$ cat config.mk
export PLATFORM = sky130hd
export DESIGN_NAME = eeg_headset_packet_parser_unit_flat
export DESIGN_NICKNAME = d
export VERILOG_FILES = /design/src/rtl/eegpp_pkg.sv /design/src/rtl/eegpp_intf.sv /design/src/rtl/eeg_headset_packet_parser_unit.sv /design/src/rtl/eegpp_frame_core.sv /design/src/rtl/eegpp_result_reg.sv /design/src/flat_wrapper.sv
export SDC_FILE = /design/constraint.sdc
export NUM_CORES = 1
export LEC_CHECK = 0
export ABC_AREA = 1
export BUFFER_PORTS_ARGS = -buffer_cell sky130_fd_sc_hd__buf_4
export CAP_MARGIN = 20
export CORE_MARGIN = 8
export CORE_UTILIZATION = 45
export CTS_BUF_LIST = sky130_fd_sc_hd__clkbuf_8
export DETAILED_ROUTE_END_ITERATION = 12
export GPL_ROUTABILITY_DRIVEN = 0
export PLACE_DENSITY_LB_ADDON = 0.3
export SLEW_MARGIN = 40
export SYNTH_ARGS = -nofsm -noshare
export SYNTH_HDL_FRONTEND = slang
export SYNTH_SLANG_ARGS = --single-unit
$ cat constraint.sdc
create_clock -name i_clk -period 14.29 [get_ports i_clk]
set_clock_uncertainty 0.15 [all_clocks]
set_input_delay 2.858 -clock i_clk [delete_from_list [all_inputs] [get_ports i_clk]]
set_output_delay 2.858 -clock i_clk [all_outputs]
set_load 0.02 [all_outputs]
$ cat src/rtl/eegpp_pkg.sv
// shared types and constants for the eeg headset packet parser
`default_nettype none

package eegpp_pkg;

    localparam int unsigned CfgIdxW = 2;

    localparam logic [CfgIdxW-1:0] CFG_MAX_LENGTH      = CfgIdxW'(0);
    localparam logic [CfgIdxW-1:0] CFG_QUALITY_DEFAULT = CfgIdxW'(1);

    localparam logic [7:0] MAX_LENGTH_RST      = 8'd169;
    localparam logic [7:0] QUALITY_DEFAULT_RST = 8'd200;

    localparam logic [7:0] SYNC_BYTE       = 8'hAA;
    localparam logic [7:0] CODE_QUALITY    = 8'h02;
    localparam logic [7:0] CODE_ATTENTION  = 8'h04;
    localparam logic [7:0] CODE_MEDITATION = 8'h05;
    localparam logic [7:0] CODE_SKIP_SHORT = 8'h80;
    localparam logic [7:0] CODE_SKIP_LONG  = 8'h83;

    localparam logic [4:0] SKIP_SHORT_LEN = 5'd3;
    localparam logic [4:0] SKIP_LONG_LEN  = 5'd25;

    localparam logic [1:0] STATUS_GOOD     = 2'd0;
    localparam logic [1:0] STATUS_BAD_SUM  = 2'd1;
    localparam logic [1:0] STATUS_TOO_LONG = 2'd2;

    typedef enum logic [4:0] {
        PH_SYNC1   = 5'b00001,
        PH_SYNC2   = 5'b00010,
        PH_LEN     = 5'b00100,
        PH_PAYLOAD = 5'b01000,
        PH_CHECK   = 5'b10000
    } t_phase;

    typedef enum logic [1:0] {
        PEND_NONE       = 2'd0,
        PEND_QUALITY    = 2'd1,
        PEND_ATTENTION  = 2'd2,
        PEND_MEDITATION = 2'd3
    } t_pend;

    // what the framing core hands to the result stage at the end of a packet
    typedef struct packed {
        logic [1:0] status;
        logic [7:0] attention;
        logic [7:0] meditation;
        logic [7:0] quality;
        logic       seen;
    } t_commit;

endpackage

`default_nettype wire

$ cat src/rtl/eegpp_intf.sv
// valid/ready channel interfaces for bytes, register writes and results
`default_nettype none

interface eegpp_byte_if;
    logic       valid;
    logic       ready;
    logic [7:0] rx_byte;

    modport source (output valid, output rx_byte, input ready);
    modport sink   (input valid, input rx_byte, output ready);
endinterface

interface eegpp_cfg_if;
    import eegpp_pkg::*;

    logic               valid;
    logic               ready;
    logic [CfgIdxW-1:0] index;
    logic [7:0]         data;

    modport source (output valid, output index, output data, input ready);
    modport sink   (input valid, input index, input data, output ready);
endinterface

interface eegpp_res_if;
    logic       valid;
    logic       ready;
    logic [1:0] status;
    logic [7:0] attention_raw;
    logic [7:0] meditation_raw;
    logic [4:0] attention_level;
    logic [4:0] meditation_level;
    logic [7:0] signal_quality;
    logic       quality_seen;

    modport source (
        output valid, output status, output attention_raw, output meditation_raw,
        output attention_level, output meditation_level, output signal_quality,
        output quality_seen, input ready
    );
    modport sink (
        input valid, input status, input attention_raw, input meditation_raw,
        input attention_level, input meditation_level, input signal_quality,
        input quality_seen, output ready
    );
endinterface

`default_nettype wire

$ cat src/rtl/eeg_headset_packet_parser_unit.sv
// top level of the eeg headset packet parser
//
// i_rx carries one serial byte per request. The parser hunts two 0xAA sync
// bytes, reads a length byte, decodes quality, attention and meditation
// fields on the fly and checks the trailing checksum byte.
// o_res carries one result per packet end: good, checksum mismatch, or a
// length above max_length. Values are committed only on a good checksum.
// i_cfg writes max_length (index 0) and quality_default (index 1); other
// indexes are ignored. i_cfg.ready is always high.
// Throughput: one byte per cycle while the receiver does not stall, set by the
// combinational framing update between the input byte register and the result
// register. A byte that ends a packet passes through the input register and
// then the result register before its result is valid on o_res.
// When the receiver stalls, the result register holds; bytes that cause
// no result keep flowing, and a byte that would cause one waits in the
// input register, which then drops i_rx.ready.
// Reset (synchronous, active low) returns to hunting, clears held values
// and loads max_length 169 and quality_default 200.
`default_nettype none

module eeg_headset_packet_parser_unit (
    input  wire logic   i_clk,
    input  wire logic   i_rst_n,
    eegpp_byte_if.sink  i_rx,
    eegpp_cfg_if.sink   i_cfg,
    eegpp_res_if.source o_res
);
    import eegpp_pkg::*;

    logic [7:0] r_max_length;
    logic [7:0] r_quality_default;
    logic       cmt_valid;
    logic       cmt_ready;
    t_commit    cmt;

    assign i_cfg.ready = 1'b1;

    always_ff @(posedge i_clk) begin
        if (!i_rst_n) begin
            r_max_length      <= MAX_LENGTH_RST;
            r_quality_default <= QUALITY_DEFAULT_RST;
        end else if (i_cfg.valid) begin
            case (i_cfg.index)
                CFG_MAX_LENGTH:      r_max_length      <= i_cfg.data;
                CFG_QUALITY_DEFAULT: r_quality_default <= i_cfg.data;
                default: ;
            endcase
        end
    end

    eegpp_frame_core u_core (
        .i_clk             (i_clk),
        .i_rst_n           (i_rst_n),
        .i_rx              (i_rx),
        .i_max_length      (r_max_length),
        .i_quality_default (r_quality_default),
        .o_cmt_valid       (cmt_valid),
        .o_cmt             (cmt),
        .i_cmt_ready       (cmt_ready)
    );

    eegpp_result_reg u_result (
        .i_clk       (i_clk),
        .i_rst_n     (i_rst_n),
        .i_cmt_valid (cmt_valid),
        .i_cmt       (cmt),
        .o_cmt_ready (cmt_ready),
        .o_res       (o_res)
    );

endmodule

`default_nettype wire

$ cat src/rtl/eegpp_frame_core.sv
// input byte register and packet framing, checksum and field decoding
`default_nettype none

module eegpp_frame_core (
    input  wire logic              i_clk,
    input  wire logic              i_rst_n,
    eegpp_byte_if.sink             i_rx,
    input  wire logic [7:0]        i_max_length,
    input  wire logic [7:0]        i_quality_default,
    output      logic              o_cmt_valid,
    output      eegpp_pkg::t_commit o_cmt,
    input  wire logic              i_cmt_ready
);
    import eegpp_pkg::*;

    logic       r_in_vld;
    logic [7:0] r_in_byte;

    t_phase     r_phase,   n_phase;
    logic [7:0] r_len,     n_len;
    logic [7:0] r_taken,   n_taken;
    logic [7:0] r_sum,     n_sum;
    logic [4:0] r_skip,    n_skip;
    t_pend      r_pend,    n_pend;
    logic [7:0] r_t_att,   n_t_att;
    logic [7:0] r_t_med,   n_t_med;
    logic [7:0] r_t_qual,  n_t_qual;
    logic       r_t_seen,  n_t_seen;
    logic [7:0] r_h_att,   n_h_att;
    logic [7:0] r_h_med,   n_h_med;
    logic [7:0] r_h_qual,  n_h_qual;
    logic       r_h_seen,  n_h_seen;

    logic       emit;
    logic [1:0] status;
    logic       advance;
    logic       fire;
    logic [7:0] b;

    assign b       = r_in_byte;
    assign advance = !emit || i_cmt_ready;
    assign fire    = r_in_vld && advance;
    assign i_rx.ready = !r_in_vld || advance;

    always_comb begin
        n_phase  = r_phase;
        n_len    = r_len;
        n_taken  = r_taken;
        n_sum    = r_sum;
        n_skip   = r_skip;
        n_pend   = r_pend;
        n_t_att  = r_t_att;
        n_t_med  = r_t_med;
        n_t_qual = r_t_qual;
        n_t_seen = r_t_seen;
        n_h_att  = r_h_att;
        n_h_med  = r_h_med;
        n_h_qual = r_h_qual;
        n_h_seen = r_h_seen;
        emit     = 1'b0;
        status   = STATUS_GOOD;
        case (r_phase)
            PH_SYNC1: begin
                n_phase = (b == SYNC_BYTE) ? PH_SYNC2 : PH_SYNC1;
            end
            PH_SYNC2: begin
                n_phase = (b == SYNC_BYTE) ? PH_LEN : PH_SYNC1;
            end
            PH_LEN: begin
                if (b > i_max_length) begin
                    emit    = 1'b1;
                    status  = STATUS_TOO_LONG;
                    n_phase = PH_SYNC1;
                end else begin
                    n_len    = b;
                    n_taken  = 8'd0;
                    n_sum    = 8'd0;
                    n_skip   = 5'd0;
                    n_pend   = PEND_NONE;
                    n_t_att  = 8'd0;
                    n_t_med  = 8'd0;
                    n_t_qual = i_quality_default;
                    n_t_seen = 1'b0;
                    n_phase  = (b == 8'd0) ? PH_CHECK : PH_PAYLOAD;
                end
            end
            PH_PAYLOAD: begin
                n_sum = r_sum + b;
                if (r_skip != 5'd0) begin
                    n_skip = r_skip - 5'd1;
                end else if (r_pend == PEND_QUALITY) begin
                    n_t_qual = b;
                    n_t_seen = 1'b1;
                    n_pend   = PEND_NONE;
                end else if (r_pend == PEND_ATTENTION) begin
                    n_t_att = b;
                    n_pend  = PEND_NONE;
                end else if (r_pend == PEND_MEDITATION) begin
                    n_t_med = b;
                    n_pend  = PEND_NONE;
                end else if (b == CODE_QUALITY) begin
                    n_pend = PEND_QUALITY;
                end else if (b == CODE_ATTENTION) begin
                    n_pend = PEND_ATTENTION;
                end else if (b == CODE_MEDITATION) begin
                    n_pend = PEND_MEDITATION;
                end else if (b == CODE_SKIP_SHORT) begin
                    n_skip = SKIP_SHORT_LEN;
                end else if (b == CODE_SKIP_LONG) begin
                    n_skip = SKIP_LONG_LEN;
                end
                // taken stays below the length here, so the increment never wraps
                n_taken = r_taken + 8'd1;
                if (n_taken >= r_len) begin
                    n_phase = PH_CHECK;
                end
            end
            PH_CHECK: begin
                emit    = 1'b1;
                n_phase = PH_SYNC1;
                if (b == ~r_sum) begin
                    status   = STATUS_GOOD;
                    n_h_att  = r_t_att;
                    n_h_med  = r_t_med;
                    n_h_qual = r_t_qual;
                    n_h_seen = r_h_seen | r_t_seen;
                end else begin
                    status = STATUS_BAD_SUM;
                end
            end
            default: begin
                n_phase = PH_SYNC1;
            end
        endcase
    end

    assign o_cmt_valid     = r_in_vld && emit;
    assign o_cmt.status    = status;
    assign o_cmt.attention = n_h_att;
    assign o_cmt.meditation = n_h_med;
    assign o_cmt.quality   = n_h_qual;
    assign o_cmt.seen      = n_h_seen;

    always_ff @(posedge i_clk) begin
        if (!i_rst_n) begin
            r_in_vld <= 1'b0;
        end else if (i_rx.ready) begin
            r_in_vld <= i_rx.valid;
        end
    end

    always_ff @(posedge i_clk) begin
        if (i_rx.ready) begin
            r_in_byte <= i_rx.rx_byte;
        end
    end

    always_ff @(posedge i_clk) begin
        if (!i_rst_n) begin
            r_phase  <= PH_SYNC1;
            r_len    <= 8'd0;
            r_taken  <= 8'd0;
            r_sum    <= 8'd0;
            r_skip   <= 5'd0;
            r_pend   <= PEND_NONE;
            r_t_att  <= 8'd0;
            r_t_med  <= 8'd0;
            r_t_qual <= QUALITY_DEFAULT_RST;
            r_t_seen <= 1'b0;
            r_h_att  <= 8'd0;
            r_h_med  <= 8'd0;
            r_h_qual <= 8'd0;
            r_h_seen <= 1'b0;
        end else if (fire) begin
            r_phase  <= n_phase;
            r_len    <= n_len;
            r_taken  <= n_taken;
            r_sum    <= n_sum;
            r_skip   <= n_skip;
            r_pend   <= n_pend;
            r_t_att  <= n_t_att;
            r_t_med  <= n_t_med;
            r_t_qual <= n_t_qual;
            r_t_seen <= n_t_seen;
            r_h_att  <= n_h_att;
            r_h_med  <= n_h_med;
            r_h_qual <= n_h_qual;
            r_h_seen <= n_h_seen;
        end
    end

endmodule

`default_nettype wire

$ cat src/rtl/eegpp_result_reg.sv
// result register with the divide-by-ten level computation
`default_nettype none

module eegpp_result_reg (
    input  wire logic               i_clk,
    input  wire logic               i_rst_n,
    input  wire logic               i_cmt_valid,
    input  wire eegpp_pkg::t_commit i_cmt,
    output      logic               o_cmt_ready,
    eegpp_res_if.source             o_res
);
    import eegpp_pkg::*;

    logic       r_vld;
    t_commit    r_cmt;
    logic [4:0] r_att_lvl;
    logic [4:0] r_med_lvl;
    logic [4:0] n_att_lvl;
    logic [4:0] n_med_lvl;
    logic [15:0] att_prod;
    logic [15:0] med_prod;

    // x / 10 == (x * 205) >> 11 for every 8-bit x
    assign att_prod  = 16'(i_cmt.attention) * 16'd205;
    assign med_prod  = 16'(i_cmt.meditation) * 16'd205;
    assign n_att_lvl = att_prod[15:11];
    assign n_med_lvl = med_prod[15:11];

    assign o_cmt_ready = !r_vld || o_res.ready;

    always_ff @(posedge i_clk) begin
        if (!i_rst_n) begin
            r_vld <= 1'b0;
        end else if (o_cmt_ready) begin
            r_vld <= i_cmt_valid;
        end
    end

    always_ff @(posedge i_clk) begin
        if (o_cmt_ready && i_cmt_valid) begin
            r_cmt     <= i_cmt;
            r_att_lvl <= n_att_lvl;
            r_med_lvl <= n_med_lvl;
        end
    end

    assign o_res.valid            = r_vld;
    assign o_res.status           = r_cmt.status;
    assign o_res.attention_raw    = r_cmt.attention;
    assign o_res.meditation_raw   = r_cmt.meditation;
    assign o_res.attention_level  = r_att_lvl;
    assign o_res.meditation_level = r_med_lvl;
    assign o_res.signal_quality   = r_cmt.quality;
    assign o_res.quality_seen     = r_cmt.seen;

endmodule

`default_nettype wire
$ cat src/flat_wrapper.sv
// flat-port wrapper written by rule: the top's interface ports become plain ports
module eeg_headset_packet_parser_unit_flat import eegpp_pkg::*;
  (i_clk, i_rst_n, i_rx_valid, i_rx_rx_byte, i_rx_ready, i_cfg_valid, i_cfg_index, i_cfg_data, i_cfg_ready, o_res_valid, o_res_status, o_res_attention_raw, o_res_meditation_raw, o_res_attention_level, o_res_meditation_level, o_res_signal_quality, o_res_quality_seen, o_res_ready);
  eegpp_byte_if i_rx_i ();
  eegpp_cfg_if i_cfg_i ();
  eegpp_res_if o_res_i ();
  input  wire logic i_clk;
  input  wire logic i_rst_n;
  input wire logic [$bits(i_rx_i.valid)-1:0] i_rx_valid;
  input wire logic [$bits(i_rx_i.rx_byte)-1:0] i_rx_rx_byte;
  output wire logic [$bits(i_rx_i.ready)-1:0] i_rx_ready;
  input wire logic [$bits(i_cfg_i.valid)-1:0] i_cfg_valid;
  input wire logic [$bits(i_cfg_i.index)-1:0] i_cfg_index;
  input wire logic [$bits(i_cfg_i.data)-1:0] i_cfg_data;
  output wire logic [$bits(i_cfg_i.ready)-1:0] i_cfg_ready;
  output wire logic [$bits(o_res_i.valid)-1:0] o_res_valid;
  output wire logic [$bits(o_res_i.status)-1:0] o_res_status;
  output wire logic [$bits(o_res_i.attention_raw)-1:0] o_res_attention_raw;
  output wire logic [$bits(o_res_i.meditation_raw)-1:0] o_res_meditation_raw;
  output wire logic [$bits(o_res_i.attention_level)-1:0] o_res_attention_level;
  output wire logic [$bits(o_res_i.meditation_level)-1:0] o_res_meditation_level;
  output wire logic [$bits(o_res_i.signal_quality)-1:0] o_res_signal_quality;
  output wire logic [$bits(o_res_i.quality_seen)-1:0] o_res_quality_seen;
  input wire logic [$bits(o_res_i.ready)-1:0] o_res_ready;
  assign i_rx_i.valid = i_rx_valid;
  assign i_rx_i.rx_byte = i_rx_rx_byte;
  assign i_rx_ready = i_rx_i.ready;
  assign i_cfg_i.valid = i_cfg_valid;
  assign i_cfg_i.index = i_cfg_index;
  assign i_cfg_i.data = i_cfg_data;
  assign i_cfg_ready = i_cfg_i.ready;
  assign o_res_valid = o_res_i.valid;
  assign o_res_status = o_res_i.status;
  assign o_res_attention_raw = o_res_i.attention_raw;
  assign o_res_meditation_raw = o_res_i.meditation_raw;
  assign o_res_attention_level = o_res_i.attention_level;
  assign o_res_meditation_level = o_res_i.meditation_level;
  assign o_res_signal_quality = o_res_i.signal_quality;
  assign o_res_quality_seen = o_res_i.quality_seen;
  assign o_res_i.ready = o_res_ready;
  eeg_headset_packet_parser_unit u_core (.i_clk(i_clk), .i_rst_n(i_rst_n), .i_rx(i_rx_i), .i_cfg(i_cfg_i), .o_res(o_res_i));
endmodule
# [After elaboration in Yosys (flattened, before gate mapping)]
# Cells that the tools add are included.
[op_classes] eq_ne=32 add_sub_neg=3 muxes=59 n_lt_le_gt_ge=2 bitwise=3 n_reduce_logical=23 mul=2
[op_table] op="$mux W8" count=17
[op_table] op="$pmux W8 S2" count=5
[op_table] op="$mux W5" count=13
[op_table] op="$mul A8 B8 Y16 const B" count=2
[op_table] op="$eq A8 B8 Y1 const B" count=3
[op_table] op="$mux W2" count=10
[op_table] op="$pmux W5 S4" count=1
[op_table] op="$ne A3 B3 Y1 const B" count=6
[op_table] op="$eq A8 B3 Y1 const B" count=2
[op_table] op="$ne A2 B2 Y1 const B" count=8
[op_table] op="$pmux W5 S2" count=1
[op_table] op="$reduce_and A10 Y1" count=1
[op_table] op="$reduce_and A5 Y1" count=2
[op_table] op="$add A8 B1 Y8 const B" count=1
[op_table] op="$add A8 B8 Y8" count=1
[op_table] op="$eq A8 B2 Y1 const B" count=1
[op_table] op="$eq A8 B8 Y1" count=1
[op_table] op="$ge A8 B8 Y1" count=1
[op_table] op="$gt A8 B8 Y1" count=1
[op_table] op="$logic_not A8 Y1" count=1
[op_table] op="$not A8 Y8" count=1
[op_table] op="$pmux W2 S2" count=2
[op_table] op="$mux W1" count=7
[op_table] op="$ne A7 B7 Y1 const B" count=1
[op_table] op="23 further kinds" count=35
[totals] reg_bits=149 output_inout_bits=40 elab_cells=150

# [Logic depth before layout (Yosys ltp)]
# Gate-level depths: netlist of the first run.
[depth] ltp_word=11 depth_mapped=27

# [Modules after synthesis]
# A second synthesis of the first run with hierarchy kept.
[hier_totals] hier_cells=1237 hier_area_um2=9733.1
[by_module_without_submodules] mod="eegpp_frame_core" area_per_inst_um2=5387.7 seq_area_each_um2=1981.9 cells_each=772 n_inst=1
[by_module_without_submodules] mod="eegpp_result_reg" area_per_inst_um2=3669.8 seq_area_each_um2=1131.1 cells_each=371 n_inst=1
[by_module_without_submodules] mod="eeg_headset_packet_parser_unit" area_per_inst_um2=675.6 seq_area_each_um2=320.3 cells_each=94 n_inst=1

# [Worst setup path before layout of the first run]
# Ideal clock, no wire load.
[synth_timing] kind="input -> output" start="input o_res_ready" end="output i_rx_ready" t_arrival_ps=3561 stages=2 path_buffers=0 slack_ps=7721 path_cell_list="nor2_1 > nand3_1"
[synth_via] elab_chain_len=3
[synth_rtl] element="from (decl)" line_no="flat_wrapper.sv:24" text="input wire logic [$bits(o_res_i.ready)-1:0] o_res_ready;"
[synth_rtl] element="$logic_or A1 B1 Y1" line_no="eegpp_result_reg.sv:29" text="assign o_cmt_ready = !r_vld || o_res.ready;"
[synth_rtl] element="$logic_or A1 B1 Y1" line_no="eegpp_frame_core.sv:41" text="assign advance = !emit || i_cmt_ready;"
[synth_rtl] element="$logic_or A1 B1 Y1" line_no="eegpp_frame_core.sv:43" text="assign i_rx.ready = !r_in_vld || advance;"
[synth_rtl] element="to (decl)" line_no="flat_wrapper.sv:11" text="output wire logic [$bits(i_rx_i.ready)-1:0] i_rx_ready;"
# Every way passes these cells.

# [Worst setup path after layout of the first run]
# Ends and elaborated chain as after synthesis.

==> results of run 1 <==
## path summary, 6_finish.rpt
| kind | startpoint | to | slack [ps] | cells past startpoint |
|---|---|---|---|---|
| setup / recovery | o_res_ready | i_rx_ready | 7200 | 4 |
| hold / removal | u_core.u_core.r_h_qual[7]$_SDFFE_PN0P_ | u_core.u_core.r_h_qual[7]$_SDFFE_PN0P_ | 300 | 2 |
| setup reg to reg | u_core.u_core.b[4]$_DFFE_PP_ | u_core.u_result.o_res.attention_level[3]$_DFFE_PP_ | 8270 | 26 |
| hold reg to reg | u_core.u_core.r_h_qual[7]$_SDFFE_PN0P_ | u_core.u_core.r_h_qual[7]$_SDFFE_PN0P_ | 300 | 2 |
## synth_stat cells (7+ instances only)
master,instances,share of area
edfxtp_1,45,0.14
nor2_1,145,0.057
xor2_1,27,0.025
inv_2,9,0.0035
o21bai_1,7,0.0055
o211ai_1,7,0.0055
o21ai_0,64,0.033
nand2_1,238,0.093
fa_1,17,0.035
buf_2,8,0.0042
inv_1,176,0.069
nand4_1,7,0.0046
dfxtp_1,104,0.22
a21oi_1,94,0.049
xnor2_1,8,0.0073
o21ai_1,13,0.0068
clkbuf_1,14,0.0055
ha_1,111,0.14
nor3_1,10,0.0052
nand3_1,54,0.028
## report_power, final
group	switching [mW]	internal (mW)
logic	0.0692	0.0412
clock network	0.176	0.124
registers	0.00648	0.442
total	0.251	0.607
## cells by family after synthesis
logic type / synth area share
simple gates: 0.223
xor+xnor: 0.0319
other cells: 0.000390
fa+ha+maj: 0.180
flops: 0.357
buf+inv: 0.0914
compound gates: 0.116
## state kept, by name, summed over array words and instances (netlist names), 8 cells and up
name / cells
u_core.r_max_length: 8
u_core.r_quality_default: 8
u_core.u_core.b: 8
u_core.u_core.r_h_att: 8
u_core.u_core.r_h_med: 8
u_core.u_core.r_h_qual: 8
u_core.u_core.r_len: 8
u_core.u_core.r_sum: 8
u_core.u_core.r_t_att: 8
u_core.u_core.r_t_med: 8
u_core.u_core.r_t_qual: 8
u_core.u_core.r_taken: 8
u_core.u_result.o_res.attention_raw: 8
u_core.u_result.o_res.meditation_raw: 8
u_core.u_result.o_res.signal_quality: 8
## tightest hold or removal path, cell delays in order (launching register included)
cell,delay [ps]
dfxtp_1,300
inv_1,60
a21oi_1,50
## cell usage in the layout (no fill, tap or decap), drive strengths merged, types with 4 or more instances in the layout
| cell | instances |
|---|---|
| nor2 | 152 |
| xnor2 | 8 |
| nand2 | 246 |
| a21oi | 94 |
| nand4 | 10 |
| edfxtp | 45 |
| xor2 | 27 |
| ha | 111 |
| clkbuf | 17 |
| o21bai | 7 |
| nor4 | 4 |
| buf | 66 |
| o21ai | 82 |
| nand3 | 60 |
| o211ai | 7 |
| inv | 192 |
| clkinv | 4 |
| clkinvlp | 5 |
| nor3 | 11 |
| fa | 17 |
| dfxtp | 104 |
## per-layer routing
layer | routed length, um | vias up
met1 | 10100 | 3597
met2 | 9340 | 123
li1 | - | 4067
met3 | 816 | 18
met4 | 259 | 0
met5 | 0 | -
## final cells by class
type | instances | area [um^2]
timing repair buffer | 66 | 495
multi-input combinational | 855 | 5310
clock buffer | 17 | 234
inverter | 186 | 699
clock inverter | 15 | 121
fill | 2095 | 10400
tap | 275 | 344
sequential | 149 | 3430
## stage by stage
| stage | setup slack [ps] | utilization | instance area [um^2] |
|---|---|---|---|
| 5_1_grt | 7110 | 0.506 | 10600 |
| 4_1_cts | 7190 | 0.506 | 10600 |
| 3_3_place_gp | 7230 | 0.489 | 10300 |
| 3_5_place_dp | 7190 | 0.489 | 10300 |
| 2_1_floorplan | 7720 | - | 9610 |
| 6_report | 7200 | 0.506 | 10600 |
==> flow_summary.yaml, run 1 <==
outcome:
  outcome: "complete, no violations"
critical_path:
  cp_num_buf_inv: 2
  start_kind: "input pin"
  path_cells: "buf_4, nor2_1, nand3_1, buf_4"
  required_ps: 11280
  crit_family: "simple AND/OR/NAND/NOR gates"
  cp_slowest_cell: "nand3_1"
  cp-end-kind: "output pin"
  cp_slowest_stage_delay_ps: 430
  arrival_ps: 4080
  crit_fanout: 10
  crit_top_cell: "buf_4"
  crit_type: "input pin to output pin"
clocking:
  clock_latency_ps: 450
  clock-root-buffer: "clkbuf_8"
  postCtsHoldBufs: 0
  clkTransAtPathRegs_ps: 80
  cts_tree: "done"
  cts_sinks: 149
  cts_buffers: 17
  post_cts_resized: 0
  post_cts_buffers: 0
  cts_max_path_buffers: 2
  htree_levels: 4
placement:
  hpwl_um: 15100
  dp_cells: 1531
  numPortBuffers: 61
route:
  wire_per_inst_um: 13.2
  drtIter0Drc: 487
  drt_wl_total_um: 20600
  ant_nets: 0
  num_vias: 7805
  viasPerCell: 4.99
  first_pass_iters: 4
  drc: 0
logic_synthesis:
  ys.flop_type: "dfxtp_1"
  syn-instance-count: 1222
  synth_area_mm2: 0.00961
  yosys_register_bits: 149
  synth-seq-area-share: 0.357
  syn_nets: 1373
  avgSynthCellArea_um2: 7.86
  async_reset_ff_frac: 0
  synth_cell_type_count: 50
  synth-edff-count: 45
  yosysWarnings: 0
floorplanning:
  initial_core_util: 0.457
  rows: 53
  core-area_mm2: 0.0210
  die_w_um: 162
  io_pins: 63
  dieArea_mm2: 0.0263
  fp.dieH_um: 162
global_route:
  grt_usage: 0.160
  grt_use_met1: 0.213
  gr-usage-met2: 0.259
  antenna_found_initial: 0
  gr-total-overflow: 0
  grt_pass1_vias: 7217
  grt_pass1_wl_um: 34600
  use_met3: 0.0334
  grt_max_degree: 74
  gr-max-usage-layer: "met2"
final_layout:
  fin_nets: 1426
  area_delta_synth_final_pct: 10.6
  instances_no_fill: 1563
  drive_above_1_share: 0.112
  antennaDiodeCount: 0
pwr:
  p_leak_nw: 5.19
  powerDensity_mw_per_mm2: 80.7
  irDropWorstVdd_mv: 0.0550
  power.total_mw: 0.858
timing:
  tns_ps: 0
  finalSetupViolations: 0
  slew_headroom: 0.443
  fmax_ghz: 0.141
  fin_crit_sh: 0.496
  fin_crit_ps: 7090
  tightest_slew_ps: 826
  slew_viol_final: 0
  rsz0062_at_grt: "no"
  holdWs_ps: 303
  finalHoldViolations: 0
run:
  max-cap-violations: 0
worst_hold_path:
  hold_class: "register to register"
Note: power is estimated with default switching activity, not from simulation.
==> run 2: changes to the inputs <==
Settings changed: ABC_AREA 1 to 0.
Clock period 14.29 ns to 5.9 ns, I/O delays scaled along.
==> run 2 against run 1 <==
Against the previous run:
- wire length increased by 1.1%
- die area decreased by 4.2%
- setup slack got worse by 7100 ps
- total power increased to 2.5 times the previous value
- utilization increased by 3.4 points
- critical endpoint is now u_core.u_result.o_res.meditation_level[3]$_DFFE_PP_
==> flow_summary.yaml, run 2 <==
outcome:
  outcome: "complete, no violations"
pwr:
  pwr-share-seq: 0.497
  power.total_mw: 2.16
  power_frac_clock: 0.389
  powerDensity_mw_per_mm2: 199
  power.switching_fraction: 0.261
  p_comb_frac: 0.114
  p_sw_mw: 0.563
  irDropWorstVdd_mv: 0.122
  p_leak_nw: 4.99
  intPower_mw: 1.59
clocking:
  htree_levels: 4
  clock-root-buffer: "clkbuf_8"
  cts_buffers: 17
  clkTransAtPathRegs_ps: 90
  postCtsHoldBufs: 0
  cts_tree: "done"
  cts_max_path_buffers: 2
  cts_sinks: 149
  clock_latency_ps: 450
critical_path:
  cp-end-kind: "register"
  start_kind: "register"
  crit_fanout: 7
  path_cells: "ha_1, nand3_2, or3_4, nor2_8, mux2i_4, inv_2, ha_4, xor2_1, ha_1, fa_1, inv_2, fa_1, inv_2, ha_4, a21o_1, a21o_1, a21o_1, or4_1, a31o_1, a21oi_2, o21bai_1, xor2_1"
  required_ps: 5950
  reg2regPathDepth: 22
  cp_slowest_cell: "fa_1"
  crit_type: "register to register"
  cp_slowest_stage_delay_ps: 550
  arrival_ps: 5890
final_layout:
  instances_no_fill: 1336
  regArea_mm2: 0.00343
  area_delta_synth_final_pct: 18.5
  fin_nets: 1204
  final_cell_area_mm2: 0.0109
  multi_input_area_mm2: 0.00549
  n_fill_cell: 1815
  drive_above_1_share: 0.187
  final_common_cell: "buf_4"
  antennaDiodeCount: 0
  mostFrequentLayoutCells: "117 x buf_4, 114 x nand2_1, 104 x dfxtp_1"
floorplanning:
  die_w_um: 159
  fp.dieH_um: 159
  dieArea_mm2: 0.0252
  io_pins: 63
  rows: 52
  initial_core_util: 0.456
  core-area_mm2: 0.0201
logic_synthesis:
  synth-seq-area-share: 0.375
  synth_area_mm2: 0.00917
  synthTopCellsByArea: "dfxtp_1 23%, ha_1 15%, edfxtp_1 15%, mux2i_1 6.9%, nand2_1 4.7%"
  synth-edff-count: 45
  async_reset_ff_frac: 0
  avgSynthCellArea_um2: 9.65
  ys.flop_type: "dfxtp_1"
  synth_most_common_cell: "nand2_1"
  yosys_register_bits: 149
  syn_nets: 1101
  syn-instance-count: 950
  synth_common_cells: "115 x nand2_1, 111 x ha_1, 104 x dfxtp_1, 82 x nor2_1, 71 x inv_1"
  yosysTopAreaCell: "dfxtp_1"
  yosys.area.top_type_share: 0.227
  yosysWarnings: 0
  synth_cell_type_count: 69
global_route:
  grt_pass1_vias: 6905
  grt_max_degree: 77
  gr-total-overflow: 0
  antenna_found_initial: 0
  grt_pass1_wl_um: 34800
  grt_usage: 0.165
timing:
  fmax_ghz: 0.171
  slew_viol_final: 0
  finalHoldViolations: 0
  tightest_slew_ps: 786
  finalSetupViolations: 0
  fin_crit_sh: 0.989
  slew_headroom: 0.476
  fin_crit_ps: 5840
  tns_ps: 0
  rsz0062_at_grt: "yes"
  holdWs_ps: 319
worst_hold_path:
  hold_depth: 2
  hold_class: "register to register"
route:
  drc: 0
  viasPerCell: 5.24
  ant_nets: 0
  wire_per_inst_um: 15.6
  drtIter0Drc: 428
  drt_wl_total_um: 20800
  first_pass_iters: 6
  num_vias: 6998
placement:
  dp_cells: 1296
  placed_area_mm2: 0.0103
  hpwl_um: 15400
  numPortBuffers: 61
run:
  max-cap-violations: 0
## run 2: cell count changes after synthesis, sizes merged, moves of 25 or more
cell   delta
nor2b    +25
mux2i    +65
nor2     -68
inv     -114
nand3    -37
nand2   -130
a21oi    -52
o21ai    -64
## run 2: area by class of cell
type | instances | share of cell area
tap | 270 | 0.0311
multi-input combinational | 694 | 0.505
timing repair buffer | 119 | 0.0848
clock inverter | 15 | 0.0165
inverter | 72 | 0.0249
sequential | 149 | 0.316
clock buffer | 17 | 0.0215
## run 2: timing repair
| action | 4_1_cts | 5_1_grt |
|---|---|---|
| setup endpoints to repair | 2 | 7 |
| cloned | 0 | 0 |
| buffers inserted | 4 | 3 |
| resized for setup | 2 | 10 |
| pin swaps | 7 | 5 |
## run 2: final timing paths
kind / slack, ps / endpoint / start
max reg2reg: 60 / u_core.u_result.o_res.meditation_level[3]$_DFFE_PP_ / u_core.u_core.b[2]$_DFFE_PP_
min: 320 / u_core.u_core.r_t_att[3]$_SDFFE_PN0P_ / u_core.u_core.r_t_att[3]$_SDFFE_PN0P_
max: 60 / u_core.u_result.o_res.meditation_level[3]$_DFFE_PP_ / u_core.u_core.b[2]$_DFFE_PP_
min reg2reg: 320 / u_core.u_core.r_t_att[3]$_SDFFE_PN0P_ / u_core.u_core.r_t_att[3]$_SDFFE_PN0P_
## run 2: cell families after synthesis
family | synth area share
simple gates | 0.162
flops | 0.375
compound gates | 0.115
fa+ha+maj | 0.189
buf+inv | 0.0472
mux | 0.0718
xor+xnor | 0.0401
other cells | 0.000409
## run 2: worst max-delay path, delay by kind of cell, from the launching register on
kind / cells / cell delay [ps]
AOI/OAI and AO/OA: 6 / 960
DFF: 1 / 420
buffers and inverters: 3 / 160
xor gates and xnor gates: 2 / 280
muxes: 1 / 280
and+or+nand+nor: 4 / 1200
adders and majority gates: 6 / 2130
## run 2: power groups by stage
stage               sequential, mW  combinational (mW)  clock [mW]
detailed placement            1.10               0.239           0
floorplan                     1.10               0.161           0
CTS                           1.07               0.244       0.861
global route                  1.07               0.277       0.898
finish                        1.07               0.245       0.839
global placement              1.09               0.234           0
## run 2: per-layer routing
metal,track usage,share of wire,vias up,wire (um)
met4,0.0545,0.015,0,306
met3,0.0352,0.037,28,762
met1,0.211,0.48,3319,9960
met5,0,0,-,0
met2,0.274,0.47,137,9760
li1,-,-,3514,-
## run 2: stage by stage
stage	util	setup slack (ps)
final	0.540	62.2
after global routing	0.540	-201
after CTS	0.536	43.4
after detailed placement	0.513	-71.5
after global placement	0.510	19.9
after floorplan	-	-62.8
==> run 3: changes to the inputs <==
Settings changed: PLACE_DENSITY from default to 0.62, PLACE_DENSITY_LB_ADDON 0.3 to default.
==> run 3 against run 2 <==
Against the previous run:
- count of clock-buffer cells in the layout rose by 1
- sequential cell count unchanged
- critical path depth unchanged
- largest cell class unchanged
- largest power group unchanged
==> flow_summary.yaml, run 3 (same netlist as run 2, synthesis figures left out) <==
global_route:
  gr-total-overflow: 0
  grt_pass1_wl_um: 34600
  grt_usage: 0.167
  grt_max_degree: 77
  antenna_found_initial: 0
  grt_pass1_vias: 6799
pwr:
  p_leak_nw: 4.93
  irDropWorstVdd_mv: 0.153
  intPower_mw: 1.52
  p_comb_frac: 0.116
  powerDensity_mw_per_mm2: 193
  pwr-share-seq: 0.515
  p_sw_mw: 0.563
  power_frac_clock: 0.368
  power.switching_fraction: 0.271
clocking:
  postCtsHoldBufs: 0
  cts_buffers: 17
  cts_tree: "done"
  cts_sinks: 149
  cts_max_path_buffers: 2
  htree_levels: 4
  clock_latency_ps: 460
  clock-root-buffer: "clkbuf_8"
  clkTransAtPathRegs_ps: 90
critical_path:
  start_kind: "register"
  crit_type: "register to register"
  crit_fanout: 7
  arrival_ps: 5940
  timing.rr.start: "u_core.u_core.b[4]$_DFFE_PP_"
  crit_path_start: "u_core.u_core.b[4]$_DFFE_PP_"
  cp-end-kind: "register"
  required_ps: 5970
route:
  first_pass_iters: 6
  wire_per_inst_um: 15.7
  drc: 0
  num_vias: 6901
  viasPerCell: 5.18
  drt_wl_total_um: 20900
  drtIter0Drc: 430
  ant_nets: 0
floorplanning:
  fp.dieH_um: 159
  dieArea_mm2: 0.0252
  rows: 52
  core-area_mm2: 0.0201
  io_pins: 63
  die_w_um: 159
  initial_core_util: 0.456
timing:
  finalSetupViolations: 0
  fin_crit_sh: 0.994
  rsz0062_at_grt: "yes"
  fmax_ghz: 0.170
  tightest_slew_ps: 734
  slew_viol_final: 0
  layout_setup_ws_ps: 33.2
  slew_headroom: 0.511
  tns_ps: 0
  fin_crit_ps: 5870
  finalHoldViolations: 0
placement:
  hpwl_um: 15400
  place_ws_ps: -8.44
  numPortBuffers: 61
  placed_area_mm2: 0.0103
final_layout:
  mostFrequentLayoutCells: "113 x nand2_1, 112 x buf_4, 105 x ha_1"
  drive_above_1_share: 0.187
  final_cell_area_mm2: 0.0108
  antennaDiodeCount: 0
  final_common_cell: "nand2_1"
  fin_nets: 1199
  area_delta_synth_final_pct: 17.6
worst_hold_path:
  min_from: "u_core.u_core.r_sum[0]$_SDFFE_PN0P_"
  hold_class: "register to register"
run:
  max-cap-violations: 0
outcome:
  outcome: "complete, no violations"
run 3: cell types whose count changed in the layout (fill, tap and decap cells not counted), sizes merged:
cell / previous run / this run
bufinv: 3 / 1
clkinv: 6 / 7
buf: 119 / 114
clkbuf: 17 / 18
run 3: per-layer routing:
metal  global-route usage  share of wire  up-vias
met5                    0              0        -
met4               0.0459          0.010        0
met3               0.0302          0.041       18
met2                0.274           0.47      135
met1                0.221           0.48     3245
li1                     -              -     3503
run 3: timing repair:
action / 4_1_cts / 5_1_grt
pin swaps: 1 / 9
buffers inserted: 0 / 4
endpoints found under the setup margin: 1 / 7
gates resized for setup: 0 / 19
run 3: power groups by stage:
| stage | sequential [mW] | clock (mW) | combinational (mW) |
|---|---|---|---|
| 2_1_floorplan | 1.10 | 0 | 0.161 |
| 3_3_place_gp | 1.10 | 0 | 0.236 |
| 3_5_place_dp | 1.10 | 0 | 0.236 |
| 4_1_cts | 1.07 | 0.794 | 0.238 |
| 5_1_grt | 1.07 | 0.835 | 0.277 |
| 6_report | 1.07 | 0.766 | 0.242 |
run 3: path summary, 6_finish.rpt:
kind	end	slack [ps]	cells after the start
max	u_core.u_result.o_res.meditation_level[3]$_DFFE_PP_	30	22
max reg2reg	u_core.u_result.o_res.meditation_level[3]$_DFFE_PP_	30	22
min	u_core.u_core.r_sum[0]$_SDFFE_PN0P_	310	2
min reg2reg	u_core.u_core.r_sum[0]$_SDFFE_PN0P_	310	2
run 3: metrics by stage:
stage          instances  power (mW)  utilization  hold slack (ps)
6_report            1331        2.08        0.536              313
5_1_grt             1331        2.19        0.536              329
4_1_cts             1325        2.10        0.529              315
3_5_place_dp        1293        1.33        0.511              302
3_3_place_gp        1293        1.33        0.510              297
2_1_floorplan        950        1.26            -              284
run 3: worst max-delay path: stages (launching register included):
cell and delay, ps:
edfxtp_1 440, ha_4 300, nand4_1 140, or3_4 470
nor2_8 260, mux2i_4 290, inv_2 70, ha_4 280
xor2_2 130, ha_1 250, fa_1 520, inv_2 40
fa_1 540, inv_2 50, ha_4 210, a21o_1 160
a21o_1 170, a21o_1 150, or4_1 390, a31o_1 230
a21oi_2 150, o21bai_1 90, xor2_1 140
run 3: area by class of cell:
class	instances	area [um^2]
multi-input cells	694	5510
clock inverters	14	124
inverters	72	270
repair buffers	114	863
clock buffers	18	248
well taps	270	338
flip-flops and latches	149	3430
fillers	1830	9320
